===== config.mk =====
export PLATFORM = sky130hd
export DESIGN_NAME = signed_int_to_decimal_ascii
export DESIGN_NICKNAME = d
export VERILOG_FILES = /design/src/hw/rtl/sida_pkg.sv /design/src/hw/rtl/signed_int_to_decimal_ascii.sv
export SDC_FILE = /design/constraint.sdc
export NUM_CORES = 1
export LEC_CHECK = 0
export BUFFER_PORTS_ARGS = -buffer_cell sky130_fd_sc_hd__buf_2
export CAP_MARGIN = 30
export CORE_MARGIN = 4
export CORE_UTILIZATION = 60
export DETAILED_ROUTE_END_ITERATION = 10
export GPL_ROUTABILITY_DRIVEN = 0
export PLACE_DENSITY = 0.86
export SETUP_SLACK_MARGIN = 0.5
export SLEW_MARGIN = 20
export SYNTH_ARGS = -nofsm -noshare
export SYNTH_HDL_FRONTEND = slang
export SYNTH_SLANG_ARGS = --single-unit

===== constraint.sdc =====
create_clock -name i_clk -period 3 [get_ports i_clk]
set_clock_uncertainty 0.15 [all_clocks]
set_input_delay 0.3 -clock i_clk [delete_from_list [all_inputs] [get_ports i_clk]]
set_output_delay 0.3 -clock i_clk [all_outputs]
set_load 0.05 [all_outputs]

===== src/hw/rtl/sida_pkg.sv =====
// ----------------------------------------------------------------------------
// sida_pkg
// Shared character type and ASCII codes for the decimal text converter.
// ----------------------------------------------------------------------------
package sida_pkg;

    typedef logic [7:0] t_char;

    localparam t_char CHAR_ZERO  = 8'h30;
    localparam t_char CHAR_MINUS = 8'h2D;
    localparam t_char CHAR_NINE  = 8'h39;

endpackage


===== src/hw/rtl/signed_int_to_decimal_ascii.sv =====
// ----------------------------------------------------------------------------
// signed_int_to_decimal_ascii
// Signed two's complement integer to decimal ASCII text, one character
// per output request.
// ----------------------------------------------------------------------------
// One request on the input gives its decimal text on the output, most
// significant character first: a leading '-' for negative values, no
// leading zeros, a single '0' for zero, and o_last high on the final
// character. The magnitude is converted by a bit-serial shift-and-add-3
// loop (one input bit per cycle), then leading zero digits are dropped
// at one digit per cycle, then one character is issued per cycle while
// the output is not stalled. Every cycle that the output stalls delays
// the end of the item, and so the next request. The block takes one
// item at a time: o_stall stays high from the accepting edge until the
// last character has been loaded into the output register. That register
// lets the next item be accepted while the last character still waits to
// be taken.
// ----------------------------------------------------------------------------
module signed_int_to_decimal_ascii #(
    parameter int VALUE_BITS = 32
) (
    input  logic                  i_clk,
    input  logic                  i_rst_n,
    input  logic                  i_valid,
    output logic                  o_stall,
    input  logic [VALUE_BITS-1:0] i_value,
    output logic                  o_valid,
    input  logic                  i_stall,
    output logic [7:0]            o_character,
    output logic                  o_last
);

    // Decimal digits of 2^(VALUE_BITS-1), the largest magnitude.
    localparam int NDIG = ((VALUE_BITS - 1) * 30103) / 100000 + 1;
    localparam int BCDW = 4 * NDIG;
    localparam int CW   = $clog2(VALUE_BITS);
    localparam int DW   = $clog2(NDIG + 1);

    localparam logic [1:0] S_IDLE = 2'd0;
    localparam logic [1:0] S_CONV = 2'd1;
    localparam logic [1:0] S_SKIP = 2'd2;
    localparam logic [1:0] S_OUT  = 2'd3;

    logic [1:0]            r_state, n_state;
    logic [VALUE_BITS-1:0] r_mag, n_mag;
    logic [BCDW-1:0]       r_bcd, n_bcd;
    logic                  r_neg, n_neg;
    logic [CW-1:0]         r_cnt, n_cnt;
    logic [DW-1:0]         r_dcnt, n_dcnt;
    logic                  r_ovalid, n_ovalid;
    sida_pkg::t_char       r_char, n_char;
    logic                  r_last, n_last;

    logic [BCDW-1:0]       w_adj;
    logic [3:0]            w_top;
    logic                  w_load;

    assign w_top  = r_bcd[BCDW-1 -: 4];
    assign w_load = !r_ovalid || !i_stall;

    // Add 3 to every digit of 5 or more before the shift.
    always_comb begin
        for (int d = 0; d < NDIG; d++) begin
            w_adj[4*d +: 4] = (r_bcd[4*d +: 4] >= 4'd5) ? (r_bcd[4*d +: 4] + 4'd3)
                                                       : r_bcd[4*d +: 4];
        end
    end

    always_comb begin
        n_state  = r_state;
        n_mag    = r_mag;
        n_bcd    = r_bcd;
        n_neg    = r_neg;
        n_cnt    = r_cnt;
        n_dcnt   = r_dcnt;
        n_ovalid = r_ovalid;
        n_char   = r_char;
        n_last   = r_last;

        // Drop the output request once it has been taken.
        if (r_ovalid && !i_stall) begin
            n_ovalid = 1'b0;
        end

        case (r_state)
            S_IDLE: begin
                if (i_valid) begin
                    n_neg   = i_value[VALUE_BITS-1];
                    n_mag   = i_value[VALUE_BITS-1] ? (VALUE_BITS'(0) - i_value) : i_value;
                    n_bcd   = '0;
                    n_cnt   = CW'(VALUE_BITS - 1);
                    n_state = S_CONV;
                end
            end
            S_CONV: begin
                n_bcd = {w_adj[BCDW-2:0], r_mag[VALUE_BITS-1]};
                n_mag = {r_mag[VALUE_BITS-2:0], 1'b0};
                n_cnt = r_cnt - 1'b1;
                if (r_cnt == '0) begin
                    n_dcnt  = DW'(NDIG);
                    n_state = S_SKIP;
                end
            end
            S_SKIP: begin
                // Drop leading zero digits, keep at least one.
                if (w_top == 4'd0 && r_dcnt != DW'(1)) begin
                    n_bcd  = {r_bcd[BCDW-5:0], 4'd0};
                    n_dcnt = r_dcnt - 1'b1;
                end else begin
                    n_state = S_OUT;
                end
            end
            S_OUT: begin
                if (w_load) begin
                    n_ovalid = 1'b1;
                    if (r_neg) begin
                        n_char = sida_pkg::CHAR_MINUS;
                        n_last = 1'b0;
                        n_neg  = 1'b0;
                    end else begin
                        n_char = sida_pkg::CHAR_ZERO + {4'd0, w_top};
                        n_last = (r_dcnt == DW'(1));
                        n_bcd  = {r_bcd[BCDW-5:0], 4'd0};
                        n_dcnt = r_dcnt - 1'b1;
                        if (r_dcnt == DW'(1)) begin
                            n_state = S_IDLE;
                        end
                    end
                end
            end
            default: begin
                n_state = S_IDLE;
            end
        endcase
    end

    always_ff @(posedge i_clk) begin
        if (!i_rst_n) begin
            r_state  <= S_IDLE;
            r_ovalid <= 1'b0;
            r_neg    <= 1'b0;
            r_cnt    <= '0;
            r_dcnt   <= '0;
        end else begin
            r_state  <= n_state;
            r_ovalid <= n_ovalid;
            r_neg    <= n_neg;
            r_cnt    <= n_cnt;
            r_dcnt   <= n_dcnt;
        end
    end

    always_ff @(posedge i_clk) begin
        r_mag  <= n_mag;
        r_bcd  <= n_bcd;
        r_char <= n_char;
        r_last <= n_last;
    end

    assign o_stall     = (r_state != S_IDLE);
    assign o_valid     = r_ovalid;
    assign o_character = r_char;
    assign o_last      = r_last;

endmodule


==> impl_metrics.yaml, run 1 <==
run_status:
  status: "complete, no violations"
clock_network:
  cts_tree: "done"
  cts-root-buf: "clkbuf_8"
  cts_made_buffers: 9
  cts_hold_buffers: 0
  cts.path.max_buffers: 2
  cts.sinks: 91
  cts_setup_buffers: 0
  clock_latency_ps: 360
  htree_num_levels: 3
  path_clk_slew_ps: 100
yosys:
  synth_flop_cell: "edfxtp_1"
  synth-seq-cells: 91
  synth_edf_count: 78
  synth_area_leader_cell: "edfxtp_1"
  synth_top_area_share_pct: 41.3
  synth_area_leaders: "edfxtp_1, ha_1, nand2_1"
  yosysMostFrequentCell: "edfxtp_1"
  synth_cell_types: 44
  postSynth.asyncResetShare_pct: 0
  synthesis.area_sq_mm: 0.00567
  seq_area_frac_synth_pct: 45.9
  syn_area_per_cell_sq_um: 9.68
  synth_common_cells: "edfxtp_1, nand2_1, nor2_1"
  yosysWarnings: 0
  synthCells: 586
cells_and_area:
  drive_gt1_share_pct: 15.1
  instances_no_fill: 758
  num-fill-cells: 710
  multi_input_area_sq_mm: 0.00284
  antenna_cells: 0
  final_cell_area_sq_mm: 0.00620
  regArea_sq_mm: 0.00260
  area_growth_pct: 9.31
  nNetsFinal: 690
drt:
  viasPerCell: 5.80
  initialDrtViolationCount: 308
  postRouteAntennaNets: 0
  wl_per_cell_um: 15.2
  vias: 4394
  firstDrtPassIters: 5
  drc: 0
  wirelength_mm: 11.5
critical_path:
  critical_path_class: "flop to flop"
  crit_required_ps: 2860
  crit_arrival_ps: 2120
  startpoint_type: "flop"
  end_kind: "flop"
  critPathMaxFanout: 40
floorplanning:
  floorplan.initialDensity_pct: 61.4
  die_h_um: 105
  fp-row-count: 35
  die_area_sq_mm: 0.0111
  core_sq_mm: 0.00924
  num_io_pins: 47
  fp.dieW_um: 105
sta:
  drv_slew: 0
  finalHoldViolCount: 0
  finalCritPeriodShare_pct: 75.6
  tightestPinTransition_ps: 741
  fmax_mhz: 441
  max_slew_margin_pct: 50.6
  setup_tns_ps: 0
  rsz0062_at_grt: "false"
  fin_hold_ws_ps: 76.5
  finalSetupViolations: 0
  post-route-min-period_ps: 2270
placed_design:
  io_buffers: 43
  dpl_cell_area_sq_mm: 0.00602
  dp_cells: 742
  dpl.hpwl_mm: 7.90
global_routing:
  grt_pass1_wl_mm: 19.6
  grt_pass1_vias: 4304
  grt_use_total_pct: 21.3
  antenna_found_initial: 0
  grt_max_degree: 52
  grt-ovfl-total: 0
pwr:
  power_density_mw_per_mm2: 1000
  vdd_drop_max_v: 0.000555
  leakage_nw: 2.39
  power_mw: 6.22
min_path:
  min_path_type: "input port to flop"
run:
  drv_cap: 0
[logic make-up (layout without fill, tap and decap cells)]
logic type | count (synthesis) | count (layout) | share of synthesized area, %
simple gates | 204 | 204 | 17.1
compound gates | 131 | 131 | 15.2
flops | 91 | 91 | 45.9
buf+inv | 62 | 104 | 4.30
xor+xnor | 48 | 48 | 7.41
fa+ha+maj | 30 | 30 | 6.62
mux | 18 | 18 | 3.42
other cells | 2 | 3 | 0.132
[report_power, final]
part | internal (mW) | switching (mW) | total (mW)
registers | 2.20 | 0.436 | 2.64
clock network | 0.337 | 0.444 | 0.781
logic | 1.07 | 1.73 | 2.80
total | 3.61 | 2.61 | 6.22
[registers in the layout, summed over array words and instances, names as in the netlist]
register,cells
o_character,5
r_dcnt,4
r_bcd,40
r_state,2
o_last,1
r_neg,1
o_valid,1
r_mag,32
r_cnt,5
[timing repair]
action | 4_1_cts | 5_1_grt
endpoints found under the hold margin | 0 | 0
gates resized for setup | 0 | 2
endpoints found under the setup margin | 0 | 43
[through the flow]
step	util [%]	worst slack, ps
after floorplan	-	692
after global placement	65.2	615
after detailed placement	65.2	565
after CTS	67.1	636
after global routing	67.1	573
final	67.1	732
[layout make-up]
| cell class | instances | share of cell area [%] |
|---|---|---|
| Clock inverter | 5 | 0.525 |
| Tap cell | 129 | 2.60 |
| Timing Repair Buffer | 53 | 4.74 |
| Clock buffer | 11 | 2.34 |
| Sequential cell | 91 | 42.0 |
| Inverter | 35 | 2.12 |
| Multi-Input combinational cell | 434 | 45.7 |
[path summary, 6_finish.rpt]
check	startpoint	end	slack, ps	depth (start not counted)
max	r_state[0]$_SDFFE_PN0P_	r_bcd[12]$_DFFE_PP_	730	6
min	i_stall	o_valid$_SDFF_PN0_	80	3
max reg2reg	r_state[0]$_SDFFE_PN0P_	r_bcd[12]$_DFFE_PP_	730	6
min reg2reg	r_mag[11]$_DFFE_PP_	r_mag[12]$_DFFE_PP_	380	2
[routing by layer]
| metal | GRT usage (%) | vias to the layer above | routed length, um |
|---|---|---|---|
| li1 | - | 2156 | - |
| met1 | 27.0 | 2091 | 4960 |
| met2 | 36.8 | 130 | 5830 |
| met3 | 3.98 | 17 | 564 |
| met4 | 6.28 | 0 | 165 |
| met5 | 0 | - | 0 |
[worst max-delay path, stage by stage (launching register included)]
cell and delay [ps]:
dfxtp_1 420, inv_1 110, ha_1 280, nand2b_1 220, and2_1 190, and3_2 190
buf_6 330
[cells in the final DEF, fill, tap and decap left out, types with 3 or more instances in the layout]
| cell type | instances |
|---|---|
| nor2_1 | 62 |
| nand4_1 | 9 |
| a22oi_1 | 28 |
| buf_4 | 9 |
| nor3_1 | 8 |
| nor4_1 | 4 |
| nand2_1 | 73 |
| a21oi_1 | 18 |
| a32oi_1 | 5 |
| o211ai_1 | 4 |
| or2_2 | 4 |
| edfxtp_1 | 78 |
| xnor2_1 | 26 |
| inv_1 | 35 |
| o41ai_2 | 3 |
| mux2_2 | 11 |
| inv_4 | 3 |
| dfxtp_1 | 13 |
| xor2_1 | 22 |
| nand2b_1 | 17 |
| o21ai_0 | 48 |
| conb_1 | 3 |
| o211a_1 | 3 |
| ha_1 | 29 |
| nor2b_1 | 3 |
| buf_2 | 43 |
| mux2i_1 | 7 |
| nand3_1 | 13 |
| o31ai_1 | 8 |
| a21o_1 | 5 |
| clkbuf_8 | 10 |
No activity file was read; power rests on OpenSTA's default activity.
==> run 2, diff against run 1 <==
- CORE_UTILIZATION: 60 -> 55
- PLACE_DENSITY: 0.86 -> 0.83
- clock period: 3 -> 2 ns (I/O delays scaled with it)
==> run 2 against run 1 <==
Effect of this change:
- the flow now finishes with violations (setup timing)
- worst setup slack worse by 910 ps
- clock-buffer cell count up 1
- die area grew 8.4%
- register-to-register slack lost 910 ps
- sequential cell count unchanged
- critical endpoint is now r_bcd[24]$_DFFE_PP_
- largest cell class unchanged
==> impl_metrics.yaml, run 2 (synthesized netlist as in run 1, its figures left out) <==
cells_and_area:
  regMostFlops: "r_bcd"
  largest_reg_flops: 40
  final_common_cell: "buf_4"
  final_cell_mix: "buf_4, edfxtp_1, nor2_1"
  regArea_sq_mm: 0.00262
  area_growth_pct: 64.9
  multi_input_area_sq_mm: 0.00424
  num-fill-cells: 245
  drive_gt1_share_pct: 58.0
  nNetsFinal: 853
  finish.utilization_pct: 94.4
  final_cell_area_sq_mm: 0.00936
  reg_top3: "r_bcd x40, r_mag x32"
sta:
  fin_hold_ws_ps: 55.9
  post-route-min-period_ps: 2180
  fin_ws_ps: -176
  tightestPinTransition_ps: 720
  finalHoldViolCount: 0
  finalSetupViolations: 7
  max_slew_margin_pct: 51.5
  rsz0062_at_grt: "true"
  finalCritPeriodShare_pct: 109
  fmax_mhz: 460
  drv_slew: 0
clock_network:
  path_clk_slew_ps: 110
  cts.sinks: 91
  cts_tree: "done"
  htree_num_levels: 3
  clock_latency_ps: 400
  cts_made_buffers: 9
  cts-root-buf: "clkbuf_8"
  cts.path.max_buffers: 2
critical_path:
  crit_required_ps: 2010
  startpoint_type: "flop"
  r2r_setup_slack_ps: -180
  crit_arrival_ps: 2180
  critPathMaxFanout: 4
  cpMaxStageDelayCell: "o21ai_0"
  cp_slowest_stage_delay_ps: 570
  end_kind: "flop"
  worstPathCellList: "buf_4, o21ai_0, xnor2_1, a32oi_2, nor2_1"
  critical_path_class: "flop to flop"
run:
  drv_cap: 0
floorplanning:
  die_h_um: 110
  fp.dieW_um: 110
  fp-row-count: 36
  floorplan.initialDensity_pct: 57.3
  num_io_pins: 47
  core_sq_mm: 0.00991
  die_area_sq_mm: 0.0120
global_routing:
  grt-ovfl-total: 0
  antenna_found_initial: 1
  grt_use_total_pct: 34.8
  grt_max_degree: 19
  grt_pass1_wl_mm: 31.5
  grt_pass1_vias: 5800
pwr:
  power_mw: 17.3
  vdd_drop_max_v: 0.00107
  leakage_nw: 3.75
  power_density_mw_per_mm2: 1840
drt:
  viasPerCell: 7.14
  firstDrtPassIters: 6
  drc: 0
  initialDrtViolationCount: 973
  postRouteAntennaNets: 0
  wl_per_cell_um: 30.3
  wirelength_mm: 28.1
  vias: 6614
placed_design:
  dpl.hpwl_mm: 8.52
  dpl_cell_area_sq_mm: 0.00663
  pre_cts_slack_ps: -183
  io_buffers: 43
run_status:
  violations: "setup timing"
  status: "finished, violations left"
min_path:
  min_path_type: "input port to flop"
-- run 2: cell count changes in the layout (fill, tap and decap cells not counted), moves of 19 or more --
cell     change
ha_1        -26
a22oi_2     +28
o21ai_2     +24
nand2_1     -24
inv_2       +19
buf_4       +83
inv_1       -22
o21ai_0     -35
buf_6       +40
a22oi_1     -28
-- run 2: area by class of cell --
class                           instances  area share, %
Antenna cell                            1         0.0267
Clock buffer                           12           1.77
Clock inverter                          4          0.508
Inverter                               35           1.51
Multi-Input combinational cell        451           45.4
Sequential cell                        91           28.0
Tap cell                              133           1.78
Timing Repair Buffer                  199           21.1
-- run 2: path summary, 6_finish.rpt --
| check | start | to | cells past startpoint |
|---|---|---|---|
| worst max-delay path | r_bcd[20]$_DFFE_PP_ | r_bcd[24]$_DFFE_PP_ | 5 |
| worst max register to register | r_bcd[20]$_DFFE_PP_ | r_bcd[24]$_DFFE_PP_ | 5 |
| worst min register to register | r_mag[30]$_DFFE_PP_ | r_mag[31]$_DFFE_PP_ | 1 |
| worst min-delay path | i_rst_n | r_cnt[1]$_SDFFE_PN0P_ | 2 |
-- run 2: worst max-delay path, delay by kind of cell, from the launching register on --
family | cells | cell delay (ps)
flops | 1 | 520
xor+xnor | 1 | 180
compound gates | 2 | 810
buf+inv | 1 | 190
simple gates | 1 | 100
-- run 2: where the power goes --
group	internal (mW)	switching, mW	leakage [nW]
clock network	0.679	0.788	0.110
logic	5.35	5.96	2.73
registers	3.34	1.14	0.905
-- run 2: metrics by stage --
step                      cells  setup TNS (ps)
after floorplan             587               0
after global placement      772            -151
after detailed placement    772            -830
after CTS                   876               0
after global routing        926            -795
final                       926            -521
-- run 2: what timing repair did --
item	in CTS	in global routing
endpoints found under the hold margin	2	0
buffers inserted	61	43
gates cloned	25	6
setup endpoints to repair	146	164
hold buffers	2	0
pin swaps	65	75
gates resized for setup	158	157
-- run 2: per-layer routing --
metal,up-vias,part of all wire (%),GRT usage (%)
met5,-,0,0
met4,0,10,21.5
met3,291,13,6.05
met2,772,45,58.5
met1,3025,31,41.4
li1,2526,-,-
